--- src/rtl/core/rhc_pkg.sv ---
// Shared types for the RGB to HSV/HSL converter.
// Holds the channel payload structs and the divider pipeline word; no dependencies.
package rhc_pkg;

   localparam int QuotBits = 16;   // quotient bits produced by the divider
   localparam int DivSteps = 16;   // one quotient bit per pipeline stage

   typedef struct packed {
      logic       mode;
      logic [7:0] red;
      logic [7:0] green;
      logic [7:0] blue;
   } req_type;

   typedef struct packed {
      logic [14:0] hue;
      logic [15:0] saturation;
      logic [8:0]  level;
   } rsp_type;

   typedef struct packed {
      logic       mode;
      logic [7:0] red;
      logic [7:0] green;
      logic [7:0] blue;
      logic [7:0] mx;
      logic [7:0] mn;
      logic       red_max;
      logic       green_max;
   } front_type;

   // Hue and sat division words, each {partial remainder, dividend/quotient bits}.
   typedef struct packed {
      logic [23:0] hue_work;
      logic [7:0]  hue_div;
      logic [23:0] sat_work;
      logic [7:0]  sat_div;
      logic        zero;
      logic [8:0]  level;
   } div_type;

endpackage

--- src/rtl/core/rhc_div_step.sv ---
// One restoring-division step for the hue and saturation quotients.
// Depends on rhc_pkg for the divider word.
module rhc_div_step (
   input  rhc_pkg::div_type din,
   output rhc_pkg::div_type dout
);
   import rhc_pkg::*;

   logic [8:0] hue_trial;
   logic [8:0] sat_trial;
   logic       hue_bit;
   logic       sat_bit;

   always_comb begin
      hue_trial = din.hue_work[23:15];
      sat_trial = din.sat_work[23:15];
      hue_bit   = (hue_trial >= {1'b0, din.hue_div});
      sat_bit   = (sat_trial >= {1'b0, din.sat_div});
      dout      = din;
      dout.hue_work[23:16] = hue_bit ? 8'(hue_trial - {1'b0, din.hue_div})
                                     : hue_trial[7:0];
      dout.hue_work[15:0]  = {din.hue_work[14:0], hue_bit};
      dout.sat_work[23:16] = sat_bit ? 8'(sat_trial - {1'b0, din.sat_div})
                                     : sat_trial[7:0];
      dout.sat_work[15:0]  = {din.sat_work[14:0], sat_bit};
   end

endmodule

--- src/rtl/core/rgb_to_hsv_hsl_converter_top.sv ---
// Pipelined RGB to HSV/HSL pixel converter, top level.
// Depends on rhc_pkg and rhc_div_step.
//
//   channel | direction | payload          | handshake
//   req     | in        | mode, r, g, b    | req_valid / req_stall
//   rsp     | out       | hue, sat, level  | rsp_valid / rsp_stall
//
// One pixel enters per clock unless req_stall holds it; the pipeline has one
// stage for max/min, one for the numerators and sixteen for the bit-serial
// dividers (one quotient bit per stage). Synchronous reset clears all valid
// bits. A stall holds only the stages that are full up to the first bubble,
// so empty stages keep filling while the result transfer is held.
module rgb_to_hsv_hsl_converter_top (
   input  logic             clock,
   input  logic             reset,
   input  logic             req_valid,
   output logic             req_stall,
   input  rhc_pkg::req_type req_data,
   output logic             rsp_valid,
   input  logic             rsp_stall,
   output rhc_pkg::rsp_type rsp_data
);
   import rhc_pkg::*;

   localparam int NumStages = DivSteps + 2;

   logic [NumStages-1:0] valid_ff;
   logic [NumStages-1:0] valid_in;
   logic [NumStages:0]   adv;

   front_type front_ff, front_in;
   div_type   div_ff [DivSteps+1];
   div_type   div_in [DivSteps+1];

   logic [7:0]  delta;
   logic [8:0]  sum;
   logic [7:0]  den;
   logic [10:0] k;

   // a stage moves if it is empty or the next stage moves
   assign adv[NumStages] = !rsp_stall;
   genvar gi;
   generate
      for (gi = 0; gi < NumStages; gi++) begin : g_adv
         assign adv[gi] = !valid_ff[gi] || adv[gi+1];
      end
   endgenerate

   assign req_stall = !adv[0];

   always_comb begin
      valid_in = valid_ff;
      valid_in[0] = req_valid;
      for (int i = 1; i < NumStages; i++) valid_in[i] = valid_ff[i-1];
   end

   always_ff @(posedge clock) begin
      for (int i = 0; i < NumStages; i++) begin
         if (reset) begin
            valid_ff[i] <= 1'b0;
         end else if (adv[i]) begin
            valid_ff[i] <= valid_in[i];
         end
      end
   end

   // max / min and winning channel
   always_comb begin
      front_in.mode  = req_data.mode;
      front_in.red   = req_data.red;
      front_in.green = req_data.green;
      front_in.blue  = req_data.blue;
      front_in.red_max   = (req_data.red >= req_data.green) &&
                           (req_data.red >= req_data.blue);
      front_in.green_max = !front_in.red_max && (req_data.green >= req_data.blue);
      if (front_in.red_max) begin
         front_in.mx = req_data.red;
      end else if (front_in.green_max) begin
         front_in.mx = req_data.green;
      end else begin
         front_in.mx = req_data.blue;
      end
      front_in.mn = req_data.red;
      if (req_data.green < front_in.mn) front_in.mn = req_data.green;
      if (req_data.blue < front_in.mn) front_in.mn = req_data.blue;
   end

   always_ff @(posedge clock) begin
      if (adv[0]) front_ff <= front_in;
   end

   // numerators and divisors; hue numerator is 3840 * k
   always_comb begin
      delta = front_ff.mx - front_ff.mn;
      sum   = {1'b0, front_ff.mx} + {1'b0, front_ff.mn};
      den   = (sum >= 9'd255) ? 8'(9'd510 - sum) : sum[7:0];
      if (front_ff.red_max) begin
         if (front_ff.green >= front_ff.blue) begin
            k = {3'b0, 8'(front_ff.green - front_ff.blue)};
         end else begin
            k = 11'(11'(delta) * 11'd6) - {3'b0, 8'(front_ff.blue - front_ff.green)};
         end
      end else if (front_ff.green_max) begin
         k = 11'({3'b0, delta} << 1) + {3'b0, front_ff.blue} - {3'b0, front_ff.red};
      end else begin
         k = 11'({3'b0, delta} << 2) + {3'b0, front_ff.red} - {3'b0, front_ff.green};
      end
      div_in[0].hue_work = {1'b0, k, 12'b0} - {5'b0, k, 8'b0};
      div_in[0].hue_div  = delta;
      div_in[0].sat_work = {delta, 16'b0} - {16'b0, delta};
      div_in[0].sat_div  = front_ff.mode ? den : front_ff.mx;
      div_in[0].zero     = (delta == 8'd0);
      div_in[0].level    = front_ff.mode ? sum : {front_ff.mx, 1'b0};
   end

   generate
      for (gi = 1; gi <= DivSteps; gi++) begin : g_div
         rhc_div_step u_step (
            .din  (div_ff[gi-1]),
            .dout (div_in[gi])
         );
      end
   endgenerate

   always_ff @(posedge clock) begin
      for (int i = 0; i <= DivSteps; i++) begin
         if (adv[i+1]) div_ff[i] <= div_in[i];
      end
   end

   assign rsp_valid = valid_ff[NumStages-1];

   always_comb begin
      rsp_data.level = div_ff[DivSteps].level;
      if (div_ff[DivSteps].zero) begin
         rsp_data.hue        = 15'd0;
         rsp_data.saturation = 16'd0;
      end else begin
         rsp_data.hue        = div_ff[DivSteps].hue_work[14:0];
         rsp_data.saturation = div_ff[DivSteps].sat_work[QuotBits-1:0];
      end
   end

endmodule

--- config.mk ---
export PLATFORM = sky130hd
export DESIGN_NAME = rgb_to_hsv_hsl_converter_top
export DESIGN_NICKNAME = d
export VERILOG_FILES = /design/src/rtl/core/rhc_pkg.sv /design/src/rtl/core/rhc_div_step.sv /design/src/rtl/core/rgb_to_hsv_hsl_converter_top.sv
export SDC_FILE = /design/constraint.sdc
export NUM_CORES = 2
export LEC_CHECK = 0
export ABC_AREA = 1
export BUFFER_PORTS_ARGS = -buffer_cell sky130_fd_sc_hd__buf_2
export CORE_UTILIZATION = 45
export CTS_CLUSTER_DIAMETER = 40
export CTS_CLUSTER_SIZE = 40
export DETAILED_ROUTE_END_ITERATION = 16
export GPL_TIMING_DRIVEN = 0
export PLACE_DENSITY = 0.67
export RECOVER_POWER = 50
export SETUP_SLACK_MARGIN = 0.2
export SYNTH_ARGS = -nofsm -noshare
export SYNTH_HDL_FRONTEND = slang
export SYNTH_HIERARCHICAL = 1
export SYNTH_SLANG_ARGS = --single-unit
export TNS_END_PERCENT = 30
--- constraint.sdc ---
create_clock -name clock -period 27.5 [get_ports clock]
set_clock_uncertainty 0.15 [all_clocks]
set_input_delay 8.25 -clock clock [delete_from_list [all_inputs] [get_ports clock]]
set_output_delay 8.25 -clock clock [all_outputs]
set_load 0.05 [all_outputs]
**After elaboration in Yosys (flattened, before gate mapping)**

Memory sizes are Yosys's and may differ from the RTL's.
Index checks and enable logic that the tools add are counted.
W data, S select, Z words.

- Add/subtract/negate cells: 44
- $mul: 1
- Magnitude comparators: 39
- Mux-type cells: 77
- Reduce and logical (&&, ||, !) cells: 42

Operators with widths:

| operator | count |
|---|---|
| $mux W8 | 38 |
| $ge A9 B8 Y1 | 32 |
| $sub A8 B8 Y8 | 35 |
| $mux W1 | 34 |
| $mux W11 | 3 |
| $ge A8 B8 Y1 | 4 |
| $mux W31 | 1 |
| $sub A23 B19 Y24 | 1 |
| $sub A24 B8 Y24 | 1 |
| $sub A11 B8 Y11 | 2 |
| $logic_not A1 Y1 | 21 |
| $logic_or A1 B1 Y1 | 18 |
| $lt A8 B8 Y1 | 2 |
| $add A10 B8 Y11 | 1 |
| $sub A10 B8 Y11 | 1 |
| $add A9 B8 Y10 | 1 |
| $mul A8 B2 Y10 const B | 1 |
| $add A8 B8 Y9 | 1 |
| $ge A9 B8 Y1 const B | 1 |
| $mux W9 | 1 |
| $logic_not A8 Y1 | 1 |
| $sub A8 B8 Y8 const A | 1 |
| $logic_and A1 B1 Y1 | 2 |

- Register bits after elaboration: 61
- RAM bits: 1258
- Memories: 1

Memories:

| memory | depth | width | rd ports | clocked after memory_dff | wr ports | RTL line | RTL |
|---|---|---|---|---|---|---|---|
| div_ff | 17 | 74 | 17 | 0 | 17 | rgb_to_hsv_hsl_converter_top.sv:32 | `div_type div_ff [DivSteps+1];` |

**Depth between registers and ports, before layout**

- Depth in word-level cells: 20
- Gate-level depth with buffers: 35
- Gate-level depth less buffers: 34

**By module**

The synthesis kept the hierarchy.

Modules (own cells, without submodules):

| module | instances | cells an instance | area each (um2) |
|---|---|---|---|
| rgb_to_hsv_hsl_converter_top | 1 | 2346 | 44417.6 |
| rhc_div_step at g_div[12].u_step ... | 8 | 280 | 1616.6 |
| rhc_div_step at g_div[10].u_step ... | 7 | 279 | 1661.6 |
| rhc_div_step at g_div[6].u_step | 1 | 276 | 1793.0 |

**Worst setup path before layout**

No wires, ideal clock.

- Kind: input port to output port
- Start point: input rsp_stall
- End point: output req_stall
- Arrival: 15636 ps
- Required time: 19100 ps
- Slack: 3464 ps
- Cell stages on the path: 18
- Path buffers: 0
- Cell sequence: nand3_2 -> nor2_4 -> nand2_4 -> nor2_4 -> nand2_4 -> nor2_4 -> nand2_4 -> nor2_4 -> nand2_4 -> nor2_4 -> nand2_4 -> nor2_4 -> nand2_4 -> nor2_4 -> nand2_4 -> nor2_4 -> nand2_2 -> inv_1

- Word-level cells in the longest chain between the ends: 20

RTL lines:

| what | RTL line | RTL |
|---|---|---|
| from (decl) | rgb_to_hsv_hsl_converter_top.sv:20 | `input logic rsp_stall,` |
| $logic_not A1 Y1 | rgb_to_hsv_hsl_converter_top.sv:41 | `assign adv[NumStages] = !rsp_stall;` |
| $logic_or A1 B1 Y1 (4 in series) | rgb_to_hsv_hsl_converter_top.sv:45 | `assign adv[gi] = !valid_ff[gi] \|\| adv[gi+1];` |
| named net adv[14] | rgb_to_hsv_hsl_converter_top.sv:29 | `logic [NumStages:0] adv;` |
| $logic_or A1 B1 Y1 (2 in series) | rgb_to_hsv_hsl_converter_top.sv:45 |  |
| named net adv[12] | rgb_to_hsv_hsl_converter_top.sv:29 |  |
| $logic_or A1 B1 Y1 (2 in series) | rgb_to_hsv_hsl_converter_top.sv:45 |  |
| named net adv[10] | rgb_to_hsv_hsl_converter_top.sv:29 |  |
| $logic_or A1 B1 Y1 (2 in series) | rgb_to_hsv_hsl_converter_top.sv:45 |  |
| named net adv[8] | rgb_to_hsv_hsl_converter_top.sv:29 |  |
| $logic_or A1 B1 Y1 (2 in series) | rgb_to_hsv_hsl_converter_top.sv:45 |  |
| named net adv[6] | rgb_to_hsv_hsl_converter_top.sv:29 |  |
| $logic_or A1 B1 Y1 (2 in series) | rgb_to_hsv_hsl_converter_top.sv:45 |  |
| named net adv[4] | rgb_to_hsv_hsl_converter_top.sv:29 |  |
| $logic_or A1 B1 Y1 (2 in series) | rgb_to_hsv_hsl_converter_top.sv:45 |  |
| named net adv[2] | rgb_to_hsv_hsl_converter_top.sv:29 |  |
| $logic_or A1 B1 Y1 (2 in series) | rgb_to_hsv_hsl_converter_top.sv:45 |  |
| $logic_not A1 Y1 | rgb_to_hsv_hsl_converter_top.sv:49 | `assign req_stall = !adv[0];` |
| to (decl) | rgb_to_hsv_hsl_converter_top.sv:17 | `output logic req_stall,` |

The timed path passes the listed nets, and every way through them passes these cells.

**Worst setup path after layout**

- Start point: input rsp_stall
- End point: output req_stall

- Word-level cells in the longest chain between the ends: 20

RTL lines:

| what | RTL line |
|---|---|
| $logic_not A1 Y1 | rgb_to_hsv_hsl_converter_top.sv:41 |
| $logic_or A1 B1 Y1 (2 in series) | rgb_to_hsv_hsl_converter_top.sv:45 |
| named net adv[16] | rgb_to_hsv_hsl_converter_top.sv:29 |
| $logic_or A1 B1 Y1 (2 in series) | rgb_to_hsv_hsl_converter_top.sv:45 |
| named net adv[14] | rgb_to_hsv_hsl_converter_top.sv:29 |
| $logic_or A1 B1 Y1 (2 in series) | rgb_to_hsv_hsl_converter_top.sv:45 |
| named net adv[12] | rgb_to_hsv_hsl_converter_top.sv:29 |
| $logic_or A1 B1 Y1 (2 in series) | rgb_to_hsv_hsl_converter_top.sv:45 |
| named net adv[10] | rgb_to_hsv_hsl_converter_top.sv:29 |
| (+2 left out) | - |
| named net adv[8] | rgb_to_hsv_hsl_converter_top.sv:29 |
| $logic_or A1 B1 Y1 (2 in series) | rgb_to_hsv_hsl_converter_top.sv:45 |
| named net adv[6] | rgb_to_hsv_hsl_converter_top.sv:29 |
| $logic_or A1 B1 Y1 (2 in series) | rgb_to_hsv_hsl_converter_top.sv:45 |
| named net adv[4] | rgb_to_hsv_hsl_converter_top.sv:29 |
| $logic_or A1 B1 Y1 (2 in series) | rgb_to_hsv_hsl_converter_top.sv:45 |
| named net adv[2] | rgb_to_hsv_hsl_converter_top.sv:29 |
| $logic_or A1 B1 Y1 (2 in series) | rgb_to_hsv_hsl_converter_top.sv:45 |
| $logic_not A1 Y1 | rgb_to_hsv_hsl_converter_top.sv:49 |

The timed path passes the listed nets, and every way through them passes these cells.

==> results.toml <==
[final_layout]
syn2layout_area_growth_pct = 12.4
fill_cells = 13500
final_cell_area_um2 = 78100
drive_above_1_share = 0.216
multi_input_area_um2 = 20200
nets = 7356
diodes = 0
register_area_um2 = 37700

[global_routing]
antenna_found_initial = 1
grt_max_degree = 76
grt_pass1_wl_um = 202000
overflow = 0
grt_usage = 0.157
grt_pass1_vias = 41700

[timing]
setup_slack_ns = 2.33
setup_viol = 0
fin_crit_ns = 25.17
rsz0062_at_grt = "no"
hold_ws_ns = 0.313
clock.fmax_mhz = 39.7
tightest_slew_ns = 3.45
tns_ns = 0
max-slew-margin-rel = -1.30
finalCritPeriodShare = 0.915
finalHoldViolCount = 0
slew_violations = 97

[routing]
drc = 0
drtAntennaViolNets = 0
wl_um = 121000
routed_via_density = 4.57
vias = 41500
wl_per_cell_um = 13.3
dr.pass1.iters = 6
drtIter0Drc = 1791

[clocking]
clk_pin_slew_worst_paths_ns = 0.06
clk_latency_ns = 0.80
clock_sinks = 1261
ctsHoldBuffers = 0
cts_root_buf = "clkbuf_16"
cts_buffer_depth = 3
cts_resized = 0
h-tree-depth = 4
cts_setup_buffers = 0
numCtsBuffers = 175
cts_tree = "built"

[synth]
yosysWarningCount = 6
synth_area_um2 = 69500
synthCells = 6646
syn_avg_cell_area_um2 = 10.5

[placed_design]
pre_cts_slack_ns = 1.80
gp_congestion = 0.881
place_area_um2 = 72700
port_buffers = 69
dp_hpwl_um = 89500

[setup_path]
cp.arrival_ns = 16.77
start_kind = "input pin"
r2r_slack_ns = 18.58
path_class = "input pin to primary output"
end_kind = "primary output"
cp_max_fo = 75
worstPathRequired_ns = 19.10

[status]
violations = "max-capacitance violations, max-slew violations"
status = "finished, violations left"

[floorplan]
start_util = 0.455
core_area_um2 = 153000
io_pins = 71
die_x_um = 395
rows = 143
die_h_um = 395
die-area_um2 = 156000

[flow_run]
cap_violations = 2

[hold_path]
hp-class = "flop to flop"
==> through the flow <==
| step | util | cells |
|---|---|---|
| global route | 0.512 | 9089 |
| floorplan | - | 6653 |
| finish | 0.512 | 9089 |
| CTS | 0.517 | 9089 |
| global placement | 0.475 | 8752 |
| detailed placement | 0.476 | 8762 |
==> layout by cell type, fill, tap and decap left out, types with 22 or more instances in the layout <==
cell and instances:
clkbuf_16 176, inv_1 941, clkbuf_4 871, xnor2_1 42, inv_2 25, buf_6 31
buf_4 32, inv_6 29, fa_1 51, buf_2 45, xor2_1 96, nor2_2 30
edfxtp_1 1243, inv_8 22, nand4_1 76, nand3_1 498, nand2_1 1553, o21ai_0 57
nand2_2 38, nand2_4 23, clkbuf_1 71, a21oi_1 202, nor2_4 34, nor2_1 215
ha_1 367
==> path summary, 6_finish.rpt <==
kind	start	to	depth (start not counted)
setup reg to reg	valid_ff[17]	front_ff[9]	17
hold reg to reg	valid_ff[15]	valid_ff[16]	2
hold / removal	valid_ff[15]	valid_ff[16]	2
setup / recovery	rsp_stall	req_stall	20
==> flip-flops by register name (all words and copies together) (netlist names) <==
signal / flops
front_ff: 43
div_ff: 1200
valid_ff: 18
==> worst max-delay path: stages <==
cell	delay, ns
clkbuf_1	0.14
nand3_4	0.23
nor2_1	0.34
nand2_4	0.57
nor2_4	0.38
nand2_4	0.57
nor2_4	0.40
nand2_4	0.56
nor2_4	0.37
nand2_4	0.54
nor2_4	0.40
nand2_4	0.58
nor2_4	0.38
nand2_4	0.57
nor2_4	0.41
nand2_4	0.58
nor2_4	0.31
nand2_2	0.59
inv_1	0.21
buf_2	0.29
==> cell type report <==
cell class,instances,area share
sequential,1261,0.482
inverter,991,0.0480
buffer,968,0.0929
clock buffer,193,0.0576
clock inverter,134,0.0211
tap,2030,0.0325
timing repair buffer,79,0.00684
multi-input combinational,3433,0.259
==> per-layer routing <==
metal | vias up | share of wire | GRT usage
met5 | - | 0 | 0
met4 | 0 | 0.032 | 0.0575
met3 | 251 | 0.034 | 0.0268
met2 | 657 | 0.51 | 0.287
met1 | 19100 | 0.42 | 0.184
li1 | 21500 | - | -
Power is left out: the tool's default activity adds up to more than one toggle a clock period on the data nets, which glitch-free logic cannot reach.
